--- src/mcspg_pkg.sv ---
// ----------------------------------------------------------------------------
// mcspg_pkg
// Shared types and constants of the multi-channel step pulse generator.
// ----------------------------------------------------------------------------
package mcspg_pkg;

   localparam int MOTOR_COUNT = 6;
   localparam int MOTOR_IDX_W = (MOTOR_COUNT > 1) ? $clog2(MOTOR_COUNT) : 1;
   localparam int MOTOR_CNT_W = $clog2(MOTOR_COUNT + 1);
   localparam int OUT_W = 6;
   localparam int PAD_W = (MOTOR_COUNT > OUT_W) ? MOTOR_COUNT : OUT_W;

   localparam int PERIOD_NUMERATOR = 256000000;
   localparam int QUOT_W = $clog2(PERIOD_NUMERATOR + 1);
   localparam int QUOT_CNT_W = $clog2(QUOT_W);
   localparam logic [QUOT_W-1:0] PERIOD_NUM_BITS = QUOT_W'(PERIOD_NUMERATOR);

   localparam int PULSE_W = 10;
   localparam int CSR_INDEX_W = 1;
   localparam int CSR_DATA_W = 10;
   localparam logic [PULSE_W-1:0] PULSE_WIDTH_RESET = PULSE_W'(5);

   typedef enum logic [1:0] {
      OP_TICK      = 2'd0,
      OP_SET_SPEED = 2'd1,
      OP_STOP_ONE  = 2'd2,
      OP_STOP_ALL  = 2'd3
   } op_type;

   typedef enum logic [1:0] {
      SIGN_NONE = 2'd0,
      SIGN_POS  = 2'd1,
      SIGN_NEG  = 2'd3
   } sign_type;

   typedef enum logic [CSR_INDEX_W-1:0] {
      CSR_PULSE_WIDTH = 1'd0,
      CSR_DIR_INVERT  = 1'd1
   } csr_index_type;

   typedef enum logic [1:0] {
      ST_IDLE,
      ST_DIVIDE,
      ST_SWEEP,
      ST_REPLY
   } state_type;

   typedef struct packed {
      op_type      op;
      logic [2:0]  motor;
      sign_type    sign;
      logic [31:0] interval;
      logic [31:0] now_us;
   } sweep_cmd_type;

   typedef struct packed {
      sign_type    sign;
      logic [31:0] interval;
      logic [31:0] last_step;
   } motor_entry_type;

endpackage

--- src/multi_channel_step_pulse_generator.sv ---
// ----------------------------------------------------------------------------
// multi_channel_step_pulse_generator
// Step and direction generator for several stepper motors.
//
//   Channel  Direction  Handshake           Contents
//   req      in         req_valid/ready     op, motor, speed, now_us
//   rsp      out        rsp_valid/ready     step_mask, dir_levels, bad_index
//   csr      in         csr_we              pulse width, direction invert
//
// A transaction runs from acceptance to the next acceptance through the pass
// that reads and writes back one motor entry per cycle, then through the
// reply state. A set-speed transaction with a nonzero speed for a valid
// motor first passes through the restoring divider.
// Reset is synchronous and clears the motor memory through its valid bits.
// A new request is taken while an earlier response still waits on rsp_ready.
// ----------------------------------------------------------------------------
module multi_channel_step_pulse_generator import mcspg_pkg::*; (
   input  logic                   clock,
   input  logic                   reset,
   input  logic                   req_valid,
   output logic                   req_ready,
   input  logic [1:0]             req_op,
   input  logic [2:0]             req_motor,
   input  logic signed [31:0]     req_speed,
   input  logic [31:0]            req_now_us,
   output logic                   rsp_valid,
   input  logic                   rsp_ready,
   output logic [5:0]             rsp_step_mask,
   output logic [5:0]             rsp_dir_levels,
   output logic                   rsp_bad_index,
   input  logic                   csr_we,
   input  logic [CSR_INDEX_W-1:0] csr_index,
   input  logic [CSR_DATA_W-1:0]  csr_wdata
);

   state_type         state_ff, state_in;
   sweep_cmd_type     cmd_ff, cmd_in;
   logic              bad_ff, bad_in;
   logic              sweep_start_ff, sweep_start_in;
   logic              rsp_valid_ff;
   logic [5:0]        rsp_step_ff;
   logic [5:0]        rsp_dir_ff;
   logic              rsp_bad_ff;
   logic [PULSE_W-1:0] pulse_width_ff;
   logic [OUT_W-1:0]  dir_invert_ff;

   logic              accept;
   logic              div_start;
   logic              div_done;
   logic [QUOT_W-1:0] div_quot;
   logic              sweep_done;
   logic [OUT_W-1:0]  sweep_steps;
   logic [OUT_W-1:0]  sweep_levels;
   logic              rsp_load;
   op_type            req_op_e;
   logic [31:0]       speed_bits;
   logic [31:0]       speed_mag;
   logic              req_bad;
   logic              need_div;
   logic [PULSE_W:0]  floor_us;
   logic [31:0]       interval_sel;

   always_comb begin
      req_op_e = op_type'(req_op);
      speed_bits = req_speed;
      speed_mag = speed_bits[31] ? (~speed_bits + 32'd1) : speed_bits;
      req_bad = (req_op_e == OP_SET_SPEED || req_op_e == OP_STOP_ONE)
                && (32'(req_motor) >= 32'(MOTOR_COUNT));
      need_div = (req_op_e == OP_SET_SPEED) && !req_bad && (speed_bits != '0);
      floor_us = {pulse_width_ff, 1'b0};
      interval_sel = (32'(div_quot) < 32'(floor_us)) ? 32'(floor_us) : 32'(div_quot);
   end

   assign req_ready = (state_ff == ST_IDLE);
   assign accept = req_valid && req_ready;

   always_comb begin
      state_in = state_ff;
      cmd_in = cmd_ff;
      bad_in = bad_ff;
      sweep_start_in = 1'b0;
      div_start = 1'b0;
      rsp_load = 1'b0;
      unique case (state_ff)
         ST_IDLE: begin
            if (accept) begin
               cmd_in.op = req_op_e;
               cmd_in.motor = req_motor;
               cmd_in.now_us = req_now_us;
               cmd_in.interval = '0;
               cmd_in.sign = SIGN_NONE;
               if (need_div) begin
                  cmd_in.sign = speed_bits[31] ? SIGN_NEG : SIGN_POS;
               end
               bad_in = req_bad;
               if (need_div) begin
                  div_start = 1'b1;
                  state_in = ST_DIVIDE;
               end else begin
                  sweep_start_in = 1'b1;
                  state_in = ST_SWEEP;
               end
            end
         end
         ST_DIVIDE: begin
            if (div_done) begin
               cmd_in.interval = interval_sel;
               sweep_start_in = 1'b1;
               state_in = ST_SWEEP;
            end
         end
         ST_SWEEP: begin
            if (sweep_done) begin
               state_in = ST_REPLY;
            end
         end
         ST_REPLY: begin
            if (!rsp_valid_ff || rsp_ready) begin
               rsp_load = 1'b1;
               state_in = ST_IDLE;
            end
         end
         default: state_in = ST_IDLE;
      endcase
   end

   always_ff @(posedge clock) begin
      if (reset) begin
         state_ff <= ST_IDLE;
         sweep_start_ff <= 1'b0;
         rsp_valid_ff <= 1'b0;
      end else begin
         state_ff <= state_in;
         sweep_start_ff <= sweep_start_in;
         if (rsp_load) begin
            rsp_valid_ff <= 1'b1;
         end else if (rsp_ready) begin
            rsp_valid_ff <= 1'b0;
         end
      end
   end

   always_ff @(posedge clock) begin
      cmd_ff <= cmd_in;
      bad_ff <= bad_in;
      if (rsp_load) begin
         rsp_step_ff <= sweep_steps;
         rsp_dir_ff <= sweep_levels;
         rsp_bad_ff <= bad_ff;
      end
   end

   always_ff @(posedge clock) begin
      if (reset) begin
         pulse_width_ff <= PULSE_WIDTH_RESET;
         dir_invert_ff <= '0;
      end else if (csr_we) begin
         unique case (csr_index)
            CSR_PULSE_WIDTH: pulse_width_ff <= csr_wdata[PULSE_W-1:0];
            CSR_DIR_INVERT:  dir_invert_ff <= csr_wdata[OUT_W-1:0];
            default: ;
         endcase
      end
   end

   mcspg_divider u_divider (
      .clock    (clock),
      .reset    (reset),
      .start    (div_start),
      .divisor  (speed_mag),
      .done     (div_done),
      .quotient (div_quot)
   );

   mcspg_sweep u_sweep (
      .clock      (clock),
      .reset      (reset),
      .start      (sweep_start_ff),
      .cmd        (cmd_ff),
      .dir_invert (dir_invert_ff),
      .done       (sweep_done),
      .step_mask  (sweep_steps),
      .dir_levels (sweep_levels)
   );

   assign rsp_valid = rsp_valid_ff;
   assign rsp_step_mask = rsp_step_ff;
   assign rsp_dir_levels = rsp_dir_ff;
   assign rsp_bad_index = rsp_bad_ff;

endmodule

--- src/mcspg_divider.sv ---
// ----------------------------------------------------------------------------
// mcspg_divider
// Restoring divider that forms the constant period numerator divided by the
// speed magnitude, one quotient bit per cycle.
// ----------------------------------------------------------------------------
module mcspg_divider import mcspg_pkg::*; (
   input  logic              clock,
   input  logic              reset,
   input  logic              start,
   input  logic [31:0]       divisor,
   output logic              done,
   output logic [QUOT_W-1:0] quotient
);

   logic                  busy_ff, busy_in;
   logic                  done_ff, done_in;
   logic [QUOT_CNT_W-1:0] cnt_ff, cnt_in;
   logic [31:0]           divisor_ff, divisor_in;
   logic [31:0]           rem_ff, rem_in;
   logic [QUOT_W-1:0]     quot_ff, quot_in;
   logic [32:0]           trial;
   logic [32:0]           diff;
   logic                  fits;

   always_comb begin
      trial = {rem_ff, PERIOD_NUM_BITS[cnt_ff]};
      diff = trial - {1'b0, divisor_ff};
      fits = (trial >= {1'b0, divisor_ff});
      busy_in = busy_ff;
      done_in = 1'b0;
      cnt_in = cnt_ff;
      divisor_in = divisor_ff;
      rem_in = rem_ff;
      quot_in = quot_ff;
      if (start) begin
         busy_in = 1'b1;
         cnt_in = QUOT_CNT_W'(QUOT_W - 1);
         divisor_in = divisor;
         rem_in = '0;
         quot_in = '0;
      end else if (busy_ff) begin
         rem_in = fits ? diff[31:0] : trial[31:0];
         quot_in = {quot_ff[QUOT_W-2:0], fits};
         if (cnt_ff == '0) begin
            busy_in = 1'b0;
            done_in = 1'b1;
         end else begin
            cnt_in = cnt_ff - QUOT_CNT_W'(1);
         end
      end
   end

   always_ff @(posedge clock) begin
      if (reset) begin
         busy_ff <= 1'b0;
         done_ff <= 1'b0;
         cnt_ff <= '0;
      end else begin
         busy_ff <= busy_in;
         done_ff <= done_in;
         cnt_ff <= cnt_in;
      end
   end

   always_ff @(posedge clock) begin
      divisor_ff <= divisor_in;
      rem_ff <= rem_in;
      quot_ff <= quot_in;
   end

   assign done = done_ff;
   assign quotient = quot_ff;

   a_no_restart: assert property (@(posedge clock) disable iff (reset)
      start |-> !busy_ff)
      else $error("divider started while busy");

endmodule

--- src/mcspg_sweep.sv ---
// ----------------------------------------------------------------------------
// mcspg_sweep
// Motor state memory and the read-modify-write pass over all motors that
// every transaction makes: stepping, speed updates, stops and direction
// refresh.
// ----------------------------------------------------------------------------
module mcspg_sweep import mcspg_pkg::*; (
   input  logic             clock,
   input  logic             reset,
   input  logic             start,
   input  sweep_cmd_type    cmd,
   input  logic [OUT_W-1:0] dir_invert,
   output logic             done,
   output logic [OUT_W-1:0] step_mask,
   output logic [OUT_W-1:0] dir_levels
);

   motor_entry_type mem [MOTOR_COUNT];

   logic [MOTOR_COUNT-1:0] written_ff, written_in;
   logic                   rd_active_ff, rd_active_in;
   logic [MOTOR_CNT_W-1:0] rd_cnt_ff, rd_cnt_in;
   logic                   wr_active_ff;
   logic                   done_ff, done_in;
   logic [MOTOR_COUNT-1:0] step_ff, step_in;
   logic [MOTOR_COUNT-1:0] level_ff, level_in;
   logic [MOTOR_IDX_W-1:0] wr_idx_ff;
   motor_entry_type        rd_data_ff;
   logic                   rd_written_ff;

   logic [MOTOR_IDX_W-1:0] rd_idx;
   logic                   last_rd;
   motor_entry_type        cur;
   motor_entry_type        upd;
   logic                   hit;
   logic                   due;
   logic [31:0]            elapsed;
   logic [PAD_W-1:0]       inv_pad;
   logic [PAD_W-1:0]       step_pad;
   logic [PAD_W-1:0]       level_pad;
   logic                   inv_bit;

   assign rd_idx = rd_cnt_ff[MOTOR_IDX_W-1:0];
   assign last_rd = (rd_cnt_ff == MOTOR_CNT_W'(MOTOR_COUNT - 1));

   always_comb begin
      rd_active_in = rd_active_ff;
      rd_cnt_in = rd_cnt_ff;
      if (start) begin
         rd_active_in = 1'b1;
         rd_cnt_in = '0;
      end else if (rd_active_ff) begin
         if (last_rd) begin
            rd_active_in = 1'b0;
            rd_cnt_in = '0;
         end else begin
            rd_cnt_in = rd_cnt_ff + MOTOR_CNT_W'(1);
         end
      end
      done_in = wr_active_ff && !rd_active_ff;
   end

   always_comb begin
      cur = rd_written_ff ? rd_data_ff : '0;
      upd = cur;
      hit = (32'(cmd.motor) == 32'(wr_idx_ff));
      elapsed = cmd.now_us - cur.last_step;
      due = 1'b0;
      case (cmd.op)
         OP_TICK: begin
            if (cur.interval != '0 && cur.sign != SIGN_NONE && elapsed >= cur.interval) begin
               due = 1'b1;
               upd.last_step = cmd.now_us;
            end
         end
         OP_SET_SPEED: begin
            if (hit) begin
               upd.sign = cmd.sign;
               upd.interval = cmd.interval;
            end
         end
         OP_STOP_ONE: begin
            if (hit) begin
               upd.sign = SIGN_NONE;
               upd.interval = '0;
            end
         end
         OP_STOP_ALL: begin
            upd.sign = SIGN_NONE;
            upd.interval = '0;
         end
         default: ;
      endcase
   end

   always_comb begin
      inv_pad = PAD_W'(dir_invert);
      inv_bit = inv_pad[wr_idx_ff];
      written_in = written_ff;
      step_in = start ? '0 : step_ff;
      level_in = level_ff;
      if (wr_active_ff) begin
         written_in[wr_idx_ff] = 1'b1;
         if (due) begin
            step_in[wr_idx_ff] = 1'b1;
         end
         if (upd.sign == SIGN_POS) begin
            level_in[wr_idx_ff] = ~inv_bit;
         end else if (upd.sign == SIGN_NEG) begin
            level_in[wr_idx_ff] = inv_bit;
         end
      end
   end

   always_ff @(posedge clock) begin
      if (reset) begin
         written_ff <= '0;
         rd_active_ff <= 1'b0;
         rd_cnt_ff <= '0;
         wr_active_ff <= 1'b0;
         done_ff <= 1'b0;
         step_ff <= '0;
         level_ff <= '0;
      end else begin
         written_ff <= written_in;
         rd_active_ff <= rd_active_in;
         rd_cnt_ff <= rd_cnt_in;
         wr_active_ff <= rd_active_ff;
         done_ff <= done_in;
         step_ff <= step_in;
         level_ff <= level_in;
      end
   end

   always_ff @(posedge clock) begin
      wr_idx_ff <= rd_idx;
      rd_data_ff <= mem[rd_idx];
      rd_written_ff <= written_ff[rd_idx];
      if (wr_active_ff) begin
         mem[wr_idx_ff] <= upd;
      end
   end

   assign step_pad = PAD_W'(step_ff);
   assign level_pad = PAD_W'(level_ff);
   assign step_mask = step_pad[OUT_W-1:0];
   assign dir_levels = level_pad[OUT_W-1:0];
   assign done = done_ff;

   a_no_same_entry: assert property (@(posedge clock) disable iff (reset)
      wr_active_ff && rd_active_ff |-> wr_idx_ff != rd_idx)
      else $error("read and write hit the same motor entry");

   a_start_idle: assert property (@(posedge clock) disable iff (reset)
      start |-> !rd_active_ff && !wr_active_ff)
      else $error("pass started while another was running");

   a_steps_on_tick: assert property (@(posedge clock) disable iff (reset)
      done_ff && cmd.op != OP_TICK |-> step_ff == '0)
      else $error("step issued by a transaction that is not a tick");

endmodule

--- config.mk ---
export PLATFORM = sky130hd
export DESIGN_NAME = multi_channel_step_pulse_generator
export DESIGN_NICKNAME = d
export VERILOG_FILES = /design/src/mcspg_pkg.sv /design/src/multi_channel_step_pulse_generator.sv /design/src/mcspg_divider.sv /design/src/mcspg_sweep.sv
export SDC_FILE = /design/constraint.sdc
export NUM_CORES = 1
export LEC_CHECK = 0
export BUFFER_PORTS_ARGS = -buffer_cell sky130_fd_sc_hd__buf_4
export CAP_MARGIN = 0
export CORE_UTILIZATION = 53
export CTS_BUF_LIST = sky130_fd_sc_hd__clkbuf_8
export CTS_CLUSTER_DIAMETER = 80
export CTS_CLUSTER_SIZE = 40
export DETAILED_ROUTE_END_ITERATION = 7
export PLACE_DENSITY = 0.67
export SLEW_MARGIN = 20
export SYNTH_ARGS = -nofsm -noshare
export SYNTH_HDL_FRONTEND = slang
export SYNTH_SLANG_ARGS = --single-unit
--- constraint.sdc ---
create_clock -name clock -period 8 [get_ports clock]
set_clock_uncertainty 0.15 [all_clocks]
set_input_delay 0.4 -clock clock [delete_from_list [all_inputs] [get_ports clock]]
set_output_delay 0.4 -clock clock [all_outputs]
set_load 0.05 [all_outputs]
== After elaboration in Yosys (flattened, before gate mapping) ==
Memories as Yosys holds them, arrays and structs flattened. A register that Yosys moved wholly into a read port is not among the register bits.
Cells that the tools add are included.

* Add/sub/neg operators: 5
* Order comparisons: 8
* Equal/unequal tests: 17
* Muxes and demuxes: 59
* Bitwise gates (word level): 7
* Reduce and logical (&&, ||, !) cells: 34

{| class="wikitable"
|+ Operator list
! kind !! count
|-
| $mux W32 || 4
|-
| $pmux W34 S3 || 1
|-
| $mux W34 || 2
|-
| $mux W66 || 1
|-
| $mux W64 || 1
|-
| $pmux W32 S2 || 1
|-
| $reduce_bool A32 Y1 || 2
|-
| $sub A32 B32 Y32 || 2
|-
| $ge A33 B32 Y1 || 1
|-
| $add A32 B1 Y32 const B || 1
|-
| $ge A32 B32 Y1 || 1
|-
| $not A32 Y32 || 1
|-
| $mux W31 || 1
|-
| $mux W6 || 5
|-
| $lt A28 B11 Y1 || 1
|-
| $mux W28 || 1
|-
| $mux W1 || 25
|-
| $mux W5 || 3
|-
| $bwmux W6 || 2
|-
| $eq A2 B2 Y1 const B || 6
|-
| $mux W2 || 6
|-
| $or A6 B6 Y6 || 2
|-
| $reduce_and A2 Y1 || 6
|-
| $reduce_bool A2 Y1 || 5
|-
| 26 further kinds || 49
|}

* Register bits after elaboration: 232
* RAM bits: 396
* Bits in read-only memories: 32
* Bits of input ports: 85
* Output and inout bits: 15
* Logic and storage cells: 163
* Memories: 2

{| class="wikitable"
|+ Memory list
! name !! depth !! bits a word !! rd ports !! clocked after Yosys merged registers in !! write ports !! RTL line !! text
|-
| u_sweep.mem || 6 || 66 || 1 || 1 || 1 || mcspg_sweep.sv:18 || <nowiki>motor_entry_type mem [MOTOR_COUNT];</nowiki>
|-
| (name not given) || 32 || 1 || 1 || 0 || 0 || mcspg_divider.sv:26 || <nowiki>trial = {rem_ff, PERIOD_NUM_BITS[cnt_ff]};</nowiki>
|}

== Depth between registers and ports, before layout ==
Gate-level depths: netlist of run 1.

* Word-level depth: 11
* Mapped depth: 30
* Mapped depth without buffers: 24

== Hierarchy ==
From an unflattened synthesis of run 1, not the netlist that was laid out.

* Cell total of the unflattened synthesis: 2401
* Area, all modules: 31053.5 µm²

{| class="wikitable"
|+ Modules (own cells, without submodules)
! module !! instances !! cells each !! area an instance (µm²)
|-
| mcspg_sweep || 1 || 1382 || 20751.2
|-
| mcspg_divider || 1 || 636 || 5670.4
|-
| multi_channel_step_pulse_generator || 1 || 383 || 4631.9
|}

== Least setup slack after synthesis of run 1 ==
No wires, ideal clock.

* Kind: register to register
* Start point: reg u_sweep.wr_idx_ff[0]
* End point: reg u_sweep.step_ff[0] (netlist: u_sweep.step_mask[0])
* Arrival: 6.097 ns
* Setup slack: 1.670 ns
* Cell stages (with the launch flop): 6
* Path buffers: 1
* Path through: dfxtp_1 clkbuf_1 nand2b_1 nor3_1 a32oi_1 a21oi_1

* Cells in the longest elaborated chain, start to end: 7
* Elaborated cells between the ends (all ways): 8
* Those cells by class: 2 x order compare; 4 x mux; 1 x bitwise; 1 x reduce/logical

{| class="wikitable"
|+ RTL lines
! item !! RTL line !! text
|-
| from (decl) || mcspg_sweep.sv:27 || <nowiki>logic [MOTOR_IDX_W-1:0] wr_idx_ff;</nowiki>
|-
| from (signal assigned) || mcspg_sweep.sv:136 || <nowiki>wr_idx_ff <= rd_idx;</nowiki>
|-
| $lt A3 B4 Y1 (implied by the code) / $ge A3 B1 Y1 (equally long branches) || mcspg_sweep.sv:105 || <nowiki>step_in[wr_idx_ff] = 1'b1;</nowiki>
|-
| $logic_and A1 B1 Y1 (implied by the code) || mcspg_sweep.sv:105 ||
|-
| $mux W1 (implied by the code) || mcspg_sweep.sv:105 ||
|-
| $demux W1 S3 (*) || -- ||
|-
| $or A6 B6 Y6 (no source line) (*) || -- ||
|-
| $mux W6 (*) || mcspg_sweep.sv:104 || <nowiki>if (due) begin</nowiki>
|-
| $mux W6 (*) || mcspg_sweep.sv:102 || <nowiki>if (wr_active_ff) begin</nowiki>
|-
| to (signal assigned) || mcspg_sweep.sv:130 || <nowiki>step_ff <= step_in;</nowiki>
|-
| to (decl) || mcspg_sweep.sv:25 || <nowiki>logic [MOTOR_COUNT-1:0] step_ff, step_in;</nowiki>
|}

Mark *: on every way between the ends. The rest lies on a longest branch, timed or not.
A chain may end at the register's enable or synchronous reset.

==> results of run 1 <==
==> repair_timing <==
action | 4_1_cts | 5_1_grt
hold endpoints to repair | 109 | 0
hold buffers | 120 | 0
gates resized for setup | 0 | 0
==> worst register-to-register path, stage by stage (launching register included) <==
cell      delay [ns]
dfxtp_2         0.83
nand2_1         0.26
ha_1            0.39
a21o_1          0.20
or3_1           0.33
o21ai_0         0.36
o21ai_0         0.25
a21oi_1         0.23
o21ai_0         0.12
and2_1          0.17
o211ai_1        0.20
ha_1            0.27
a21o_1          0.18
a21oi_1         0.15
nor2b_1         0.06
o21ai_0         0.16
nand2b_1        0.09
a21oi_1         0.26
o21ai_4         0.20
buf_4           0.34
or4_1           0.57
nand3_1         0.21
==> metrics by stage <==
| step | utilization [%] | cells | hold WS (ns) | total power, uW | cell area (sq um) |
|---|---|---|---|---|---|
| 2_1_floorplan | - | 2546 | 0.1790 | 6678 | 31690 |
| 3_3_place_gp | 56.23 | 3300 | 0.2693 | 7353 | 33190 |
| 3_5_place_dp | 56.23 | 3300 | 0.2572 | 7434 | 33190 |
| 4_1_cts | 59.84 | 3477 | 0.1446 | 9280 | 35320 |
| 5_1_grt | 59.88 | 3478 | 0.1597 | 9766 | 35340 |
| 6_report | 59.88 | 3478 | 0.1983 | 9243 | 35340 |
==> registers in the layout, indices dropped and copies added (netlist names), 2 cells and up <==
register / flops
u_sweep.dir_levels: 6
dir_invert_ff: 6
u_sweep.rd_cnt_ff: 3
u_sweep.mem: 396
u_sweep.rd_data_ff: 66
u_divider.cnt_ff: 5
u_divider.rem_ff: 32
rsp_dir_levels: 6
u_sweep.written_ff: 6
u_sweep.wr_idx_ff: 3
u_sweep.step_mask: 6
cmd_ff: 67
pulse_width_ff: 10
rsp_step_mask: 6
state_ff: 2
u_divider.divisor_ff: 32
u_divider.quotient: 28
==> worst max-delay path by stage <==
stage,start,endpoint,depth (start not counted)
final,u_sweep.rd_written_ff$_DFF_P_,u_sweep.mem[5][23]$_DFFE_PP_,21
after global routing,u_sweep.rd_written_ff$_DFF_P_,u_sweep.mem[5][23]$_DFFE_PP_,22
after CTS,u_sweep.rd_written_ff$_DFF_P_,u_sweep.mem[2][5]$_DFFE_PP_,21
after detailed placement,u_sweep.rd_written_ff$_DFF_P_,u_sweep.mem[4][17]$_DFFE_PP_,21
after global placement,u_sweep.rd_written_ff$_DFF_P_,u_sweep.mem[4][3]$_DFFE_PP_,21
after floorplan,u_sweep.wr_idx_ff[0]$_DFF_P_,u_sweep.step_mask[0]$_SDFF_PP0_,5
==> per-layer routing <==
metal | global-route usage [%] | part of all wire, %
met1 | 33.19 | 45
met2 | 39.38 | 48
met3 | 2.211 | 4.4
met4 | 6.191 | 2.7
met5 | 0 | 0
==> area by class of cell <==
cell class | count | area (sq um) | share of cell area [%]
Tap cell | 773 | 967.2 | 2.737
Inverter | 82 | 310.3 | 0.8780
Sequential cell | 690 | 18920 | 53.55
Clock buffer | 32 | 440.4 | 1.246
Clock inverter | 25 | 486.7 | 1.377
Multi-Input combinational cell | 1625 | 11980 | 33.91
Timing Repair Buffer | 251 | 2230 | 6.309
==> logic make-up (layout without fill, tap and decap cells) <==
logic type | after synthesis | after routing
buffers and inverters | 231 | 390
muxes | 187 | 187
adders and majority gates | 118 | 118
DFF | 690 | 690
and+or+nand+nor | 669 | 669
AOI/OAI and AO/OA | 559 | 559
xor gates and xnor gates | 92 | 92
==> cell usage in the layout (no fill, tap or decap), drive strengths merged, types with 57 or more instances in the layout <==
cell | netlist | routed
nand3 | 64 | 64
a21oi | 192 | 192
mux4 | 67 | 67
xnor2 | 66 | 66
buf | 32 | 131
mux2i | 117 | 117
edfxtp | 509 | 509
dlygate4sd3 | 0 | 120
nand2 | 170 | 170
inv | 82 | 97
ha | 115 | 115
nor3 | 57 | 57
nor2 | 220 | 220
dfxtp | 181 | 181
o21ai | 108 | 108
==> report_power, final <==
part	internal, uW	switching [uW]	total [uW]
clock network	558	1260	1820
logic	1110	1800	2910
registers	4260	256	4510
==> results.md, run 1 <==
- CTS tree: yes
- Slew Limit Fails: 0
- CP Max Fanout: 50
- Post-synthesis mux area share: 8.564%
- Starting density of the core: 53.70%
- RSZ-0062 raised after global routing: false
- Simple-Gate Fraction of Synth Area: 10.32%
- Max-cap violations: 0
- Area Growth Syn to Fin: 11.52%
- Drt pass-1 iters: 6
- Synth Register Bits: 690
- Vias per Instance: 5.972
- Req. time, crit path: 8.38 ns
- Wire per inst: 20.65 um
- WP buf/inv: 1
- Largest cells by area after synthesis: edfxtp_1 48%, dfxtp_1 11%, mux4_2 4.8%
- Max Clk Rate: 163.2 MHz
- Post-synth EDFFs: 509
- CTS clk-pin slew, worst paths: 0.19 ns
- Post-synthesis sequential area ratio: 59.67%
- Nets: 2883
- Worst path cell trace: nand2_1 -> ha_1 -> a21o_1 -> or3_1 -> o21ai_0 -> o21ai_0 -> a21oi_1 -> o21ai_0 -> and2_1 -> o211ai_1 -> ha_1 -> a21o_1 -> a21oi_1 -> nor2b_1 -> o21ai_0 -> nand2b_1 -> a21oi_1 -> o21ai_4 -> buf_4 -> or4_1 -> nand3_1
- Largest net degree at the start of global routing: 91
- Routed WL: 71820 um
- Final ANT Viol Nets: 0
- # H-tree levels: 1
- Total GRT Usage: 23.62%
- Hold_sp: req_now_us[13]
- Most frequent cell after synthesis: edfxtp_1
- Outcome: complete, no violations
- Share of cells above drive strength 1: 11.31%
- Hold Path Sink: cmd_ff[13]$_DFFE_PP_
- Final Hold Fails: 0
- Yosys top cell area share: 48.23%
- CTS root buffer: clkbuf_8
- CORE AREA: 59020 sq um
- Syn_nets: 2748
- Boundary Pins: 100
- Diode count: 0
- Most used cell along the critical path: o21ai_0
- Row cnt: 89
- Reg-to-Reg End: u_sweep.mem[5][23]$_DFFE_PP_
- Clk buf depth: 3
- Data arrival, critical path: 6.51 ns
- Rel. slew slack: 29.93%
- Vias: 20772
- XOR/XNOR Fraction of Synth Area: 2.543%
- Dominant synthesized flop cell: edfxtp_1
- DRC: 0
- Most frequent cells after synthesis: 509 x edfxtp_1, 209 x nor2_1, 192 x a21oi_1
- Crit path max-delay family: compound AO/OA/AOI/OAI gates
- CP Capture Type: register
- Slew @ Worst Pin: 1.051 ns
- Worst IR drop on VDD: 0.0002495 V
- Final setup viols: 0
- Hold path depth: 2
- Num Clock Sinks: 690
- Yosys top cell by area: edfxtp_1
- Post-synthesis compound-gate area fraction: 11.35%
- Crit path time final: 6.128 ns
- DR iter-0 viols: 1558
- HP Class: input pin to register
- Filler cell count: 4612
- Yosys warnings: 0
- Die Y-Extent: 246.5 um
- Dpl hpwl: 44820 um
- Synthesized netlist cell count: 2546
- Clock Latency Late Sink: 0.76 ns
- Critical path startpoint category: register
- Port-buffer cells: 99
- Total CTS buffers: 31
- Synthesized cell area: 31690 sq um
- Setup CP Type: register to register
- Final worst setup slack: 1.872 ns
- Worst slack at placement: 1.904 ns
- Avg Inst Size Synth: 12.45 sq um
- Netlist cell types: 77
- GRT Residual Overflow: 0
- R2R Path Start: u_sweep.rd_written_ff$_DFF_P_
- Post-CTS Setup Inserts: 0
- First-pass GRT wire length: 112200 um
- Reg-to-reg slack, setup: 1.87 ns
- Vias in the first global route: 20227
- CP max stage delay: 0.83 ns
- Initial antenna violation count: 0
- Die W: 246.5 um
- R2R depth: 21
- CP max-delay cell: dfxtp_2
- Synth async-reset ratio: 0%
- TNS Setup: 0 ns
- Main combinational cell family by area after synthesis: compound AO/OA/AOI/OAI gates
- Pwr dens: 261.5 nW/um^2
- Post-route clock period utilization: 76.60%
- Die ar.: 60770 sq um
- Adder-Cell Fraction of Synth Area: 4.698%
- Pleak: 0.01238 uW
- Placer congestion estimate: 0.8663
Power figures use the tool's default switching activity.
==> inputs of run 2 (changes only) <==
--- a/config.mk
+++ b/config.mk
@@ -12,7 +12,7 @@
 export CTS_CLUSTER_DIAMETER = 80
 export CTS_CLUSTER_SIZE = 40
 export DETAILED_ROUTE_END_ITERATION = 7
-export PLACE_DENSITY = 0.67
+export PLACE_DENSITY = 0.69
 export SLEW_MARGIN = 20
 export SYNTH_ARGS = -nofsm -noshare
 export SYNTH_HDL_FRONTEND = slang
==> constraint.sdc (replaced) <==
create_clock -name clock -period 5.3 [get_ports clock]
set_clock_uncertainty 0.15 [all_clocks]
set_input_delay 0.265 -clock clock [delete_from_list [all_inputs] [get_ports clock]]
set_output_delay 0.265 -clock clock [all_outputs]
set_load 0.05 [all_outputs]
==> run 2 against run 1 <==
Against the previous run:
- global-route usage up 0.21 points
- combinational power up 60%
- largest cell class unchanged
- worst setup slack worse by 1.7 ns
- critical endpoint is now u_sweep.mem[0][30]$_DFFE_PP_
- critical path depth up 1
==> results.md, run 2 (synthesis results as in run 1) <==
- CTS clk-pin slew, worst paths: 0.20 ns (about the same)
- Final cell count without fillers: 3495 (+0.49%)
- Req. time, crit path: 5.72 ns (-2.66 ns)
- Post-route clock period utilization: 95.86% (+19 points)
- Max Clk Rate: 196.8 MHz (+21%)
- Boundary Pins: 100 (unchanged)
- Worst Setup SP: u_sweep.rd_written_ff$_DFF_P_
- Vias in the first global route: 20596 (+1.8%)
- Rel. slew slack: 33.21% (+3.3 points)
- Final setup viols: 0 (unchanged)
- R2R Path Start: u_sweep.rd_written_ff$_DFF_P_
- Final ANT Viol Nets: 0 (unchanged)
- Clk buf depth: 3 (unchanged)
- Setup CP Type: register to register
- Pwr dens: 390.0 nW/um^2 (+49%)
- HP Class: input pin to register
- Die W: 246.5 um (unchanged)
- DRC: 0 (unchanged)
- Placer congestion estimate: 0.9061 (+4.6%)
- Largest net degree at the start of global routing: 80 (-12%)
- CP max-delay cell: or4_1
- Worst path cell trace: buf_12 -> nand2_1 -> ha_1 -> a21o_1 -> or3_1 -> o21ai_0 -> o21ai_1 -> a21oi_1 -> o21ai_0 -> and2_1 -> o211ai_1 -> ha_1 -> a21o_1 -> a21oi_1 -> nor2b_1 -> o21ai_0 -> nand2b_1 -> a21oi_1 -> o21ai_4 -> buf_4 -> or4_1 -> nand3_2
- Die ar.: 60770 sq um (unchanged)
- Vias per Instance: 6.001 (+0.47%)
- Final Hold Fails: 0 (unchanged)
- Initial antenna violation count: 1 (+1)
- Total GRT Usage: 23.83% (+0.21 points)
- WP buf/inv: 2 (+1)
- CTS root buffer: clkbuf_8
- Share of cells above drive strength 1: 13.04% (+1.7 points)
- Port-buffer cells: 99 (unchanged)
- Most flops, register: u_sweep.mem
- Routed WL: 73080 um (+1.8%)
- Max reg flops: 396 (unchanged)
- CP max stage delay: 0.55 ns (-0.28 ns)
- CP Max Fanout: 42 (-16%)
- Crit path max-delay family: compound AO/OA/AOI/OAI gates
- Max-cap violations: 0 (unchanged)
- TNS Setup: 0 ns (unchanged)
- Total CTS buffers: 29 (-6.5%)
- Clock Latency Late Sink: 0.73 ns (-0.03 ns)
- Outcome: complete, no violations
- Slew Limit Fails: 0 (unchanged)
- Cells after DPL: 3310 (+0.30%)
- Wire per inst: 20.91 um (+1.3%)
- Die Y-Extent: 246.5 um (unchanged)
- Min Hold Slack: 0.08671 ns (-0.1116 ns)
- Worst IR drop on VDD: 0.0002695 V (+8.0%)
- Dpl hpwl: 46550 um (+3.9%)
- Crit path time final: 5.080 ns (-1.048 ns)
- Critical path startpoint category: register
- Num Clock Sinks: 690 (unchanged)
- Starting density of the core: 53.70% (unchanged)
- Most common cell after layout, fill and taps aside: edfxtp_1
- Pleak: 0.01265 uW (+2.2%)
- Reg-to-reg slack, setup: 0.22 ns (-1.65 ns)
- Filler cell count: 4619 (+0.15%)
- First-pass GRT wire length: 113500 um (+1.2%)
- Vias: 20972 (+0.96%)
- # H-tree levels: 1 (unchanged)
- Area Growth Syn to Fin: 12.87%
- Drt pass-1 iters: 5 (-1)
- Hold_sp: req_now_us[16]
- Diode count: 0 (unchanged)
- Nets: 2903 (+0.69%)
- CORE AREA: 59020 sq um (unchanged)
- DR iter-0 viols: 1418 (-9.0%)
- Slew @ Worst Pin: 1.002 ns (-0.04927 ns)
- Commonest non-fill, non-tap cells in the layout: 509 x edfxtp_1, 203 x nor2_1, 185 x a21oi_1
- Data arrival, critical path: 5.50 ns (-1.01 ns)
- Row cnt: 89 (unchanged)
- GRT Residual Overflow: 0 (unchanged)
- Largest registers: u_sweep.mem: 396 flops, cmd_ff: 67 flops, u_sweep.rd_data_ff: 66 flops
- CTS tree: yes
- CP Capture Type: register
-- run 2: metal layers --
metal	vias up	wire length (um)	GRT usage [%]
met2	553	36530	41.18
met4	2	1445	4.702
li1	9911	-	-
met3	78	3681	2.691
met5	-	13	0
met1	10428	31420	32.51
-- run 2: per-stage QoR --
stage          instance area [sq um]  power [uW]  utilization [%]  worst slack (ns)
2_1_floorplan                  31720       10090                -           0.01595
3_3_place_gp                   33320       11180            56.46           0.06507
3_5_place_dp                   33350       11300            56.50         -0.006280
4_1_cts                        35470       13860            60.09           0.01232
5_1_grt                        35770       14730            60.60          -0.03170
6_report                       35770       13950            60.60            0.2196
-- run 2: power breakdown --
| part | internal [uW] | switching (uW) |
|---|---|---|
| clock | 673 | 1820 |
| combinational | 1810 | 2850 |
| sequential | 6430 | 371 |
-- run 2: area by class of cell --
cell class	instances	area, sq um	share of cell area, %
clock buffer	29	399.1	1.116
inverter	82	310.3	0.8675
tap	773	967.2	2.704
sequential	690	18930	52.92
clock inverter	23	424.2	1.186
timing repair buffer	273	2510	7.017
multi-input combinational	1625	12230	34.19
-- run 2: worst register-to-register path, cell delays in order, from the launching register on --
cell      delay (ns)
dfxtp_4         0.42
buf_12          0.15
nand2_1         0.11
ha_1            0.23
a21o_1          0.18
or3_1           0.35
o21ai_0         0.26
o21ai_1         0.17
a21oi_1         0.21
o21ai_0         0.13
and2_1          0.18
o211ai_1        0.22
ha_1            0.28
a21o_1          0.18
a21oi_1         0.14
nor2b_1         0.06
o21ai_0         0.16
nand2b_1        0.08
a21oi_1         0.24
o21ai_4         0.07
buf_4           0.28
or4_1           0.57
nand3_2         0.14
-- run 2: final timing paths --
check | to | depth (start not counted)
hold reg to reg | rsp_bad_index$_DFFE_PP_ | 0
setup / recovery | u_sweep.mem[0][30]$_DFFE_PP_ | 22
hold / removal | cmd_ff[16]$_DFFE_PP_ | 2
setup reg to reg | u_sweep.mem[0][30]$_DFFE_PP_ | 22
-- run 2: what timing repair did --
action	in CTS	in global routing
hold buffers	129	0
endpoints found under the setup margin	166	192
gates cloned	0	2
gates resized for setup	1	50
endpoints found under the hold margin	123	0
pin swaps	0	3
setup buffers	0	2
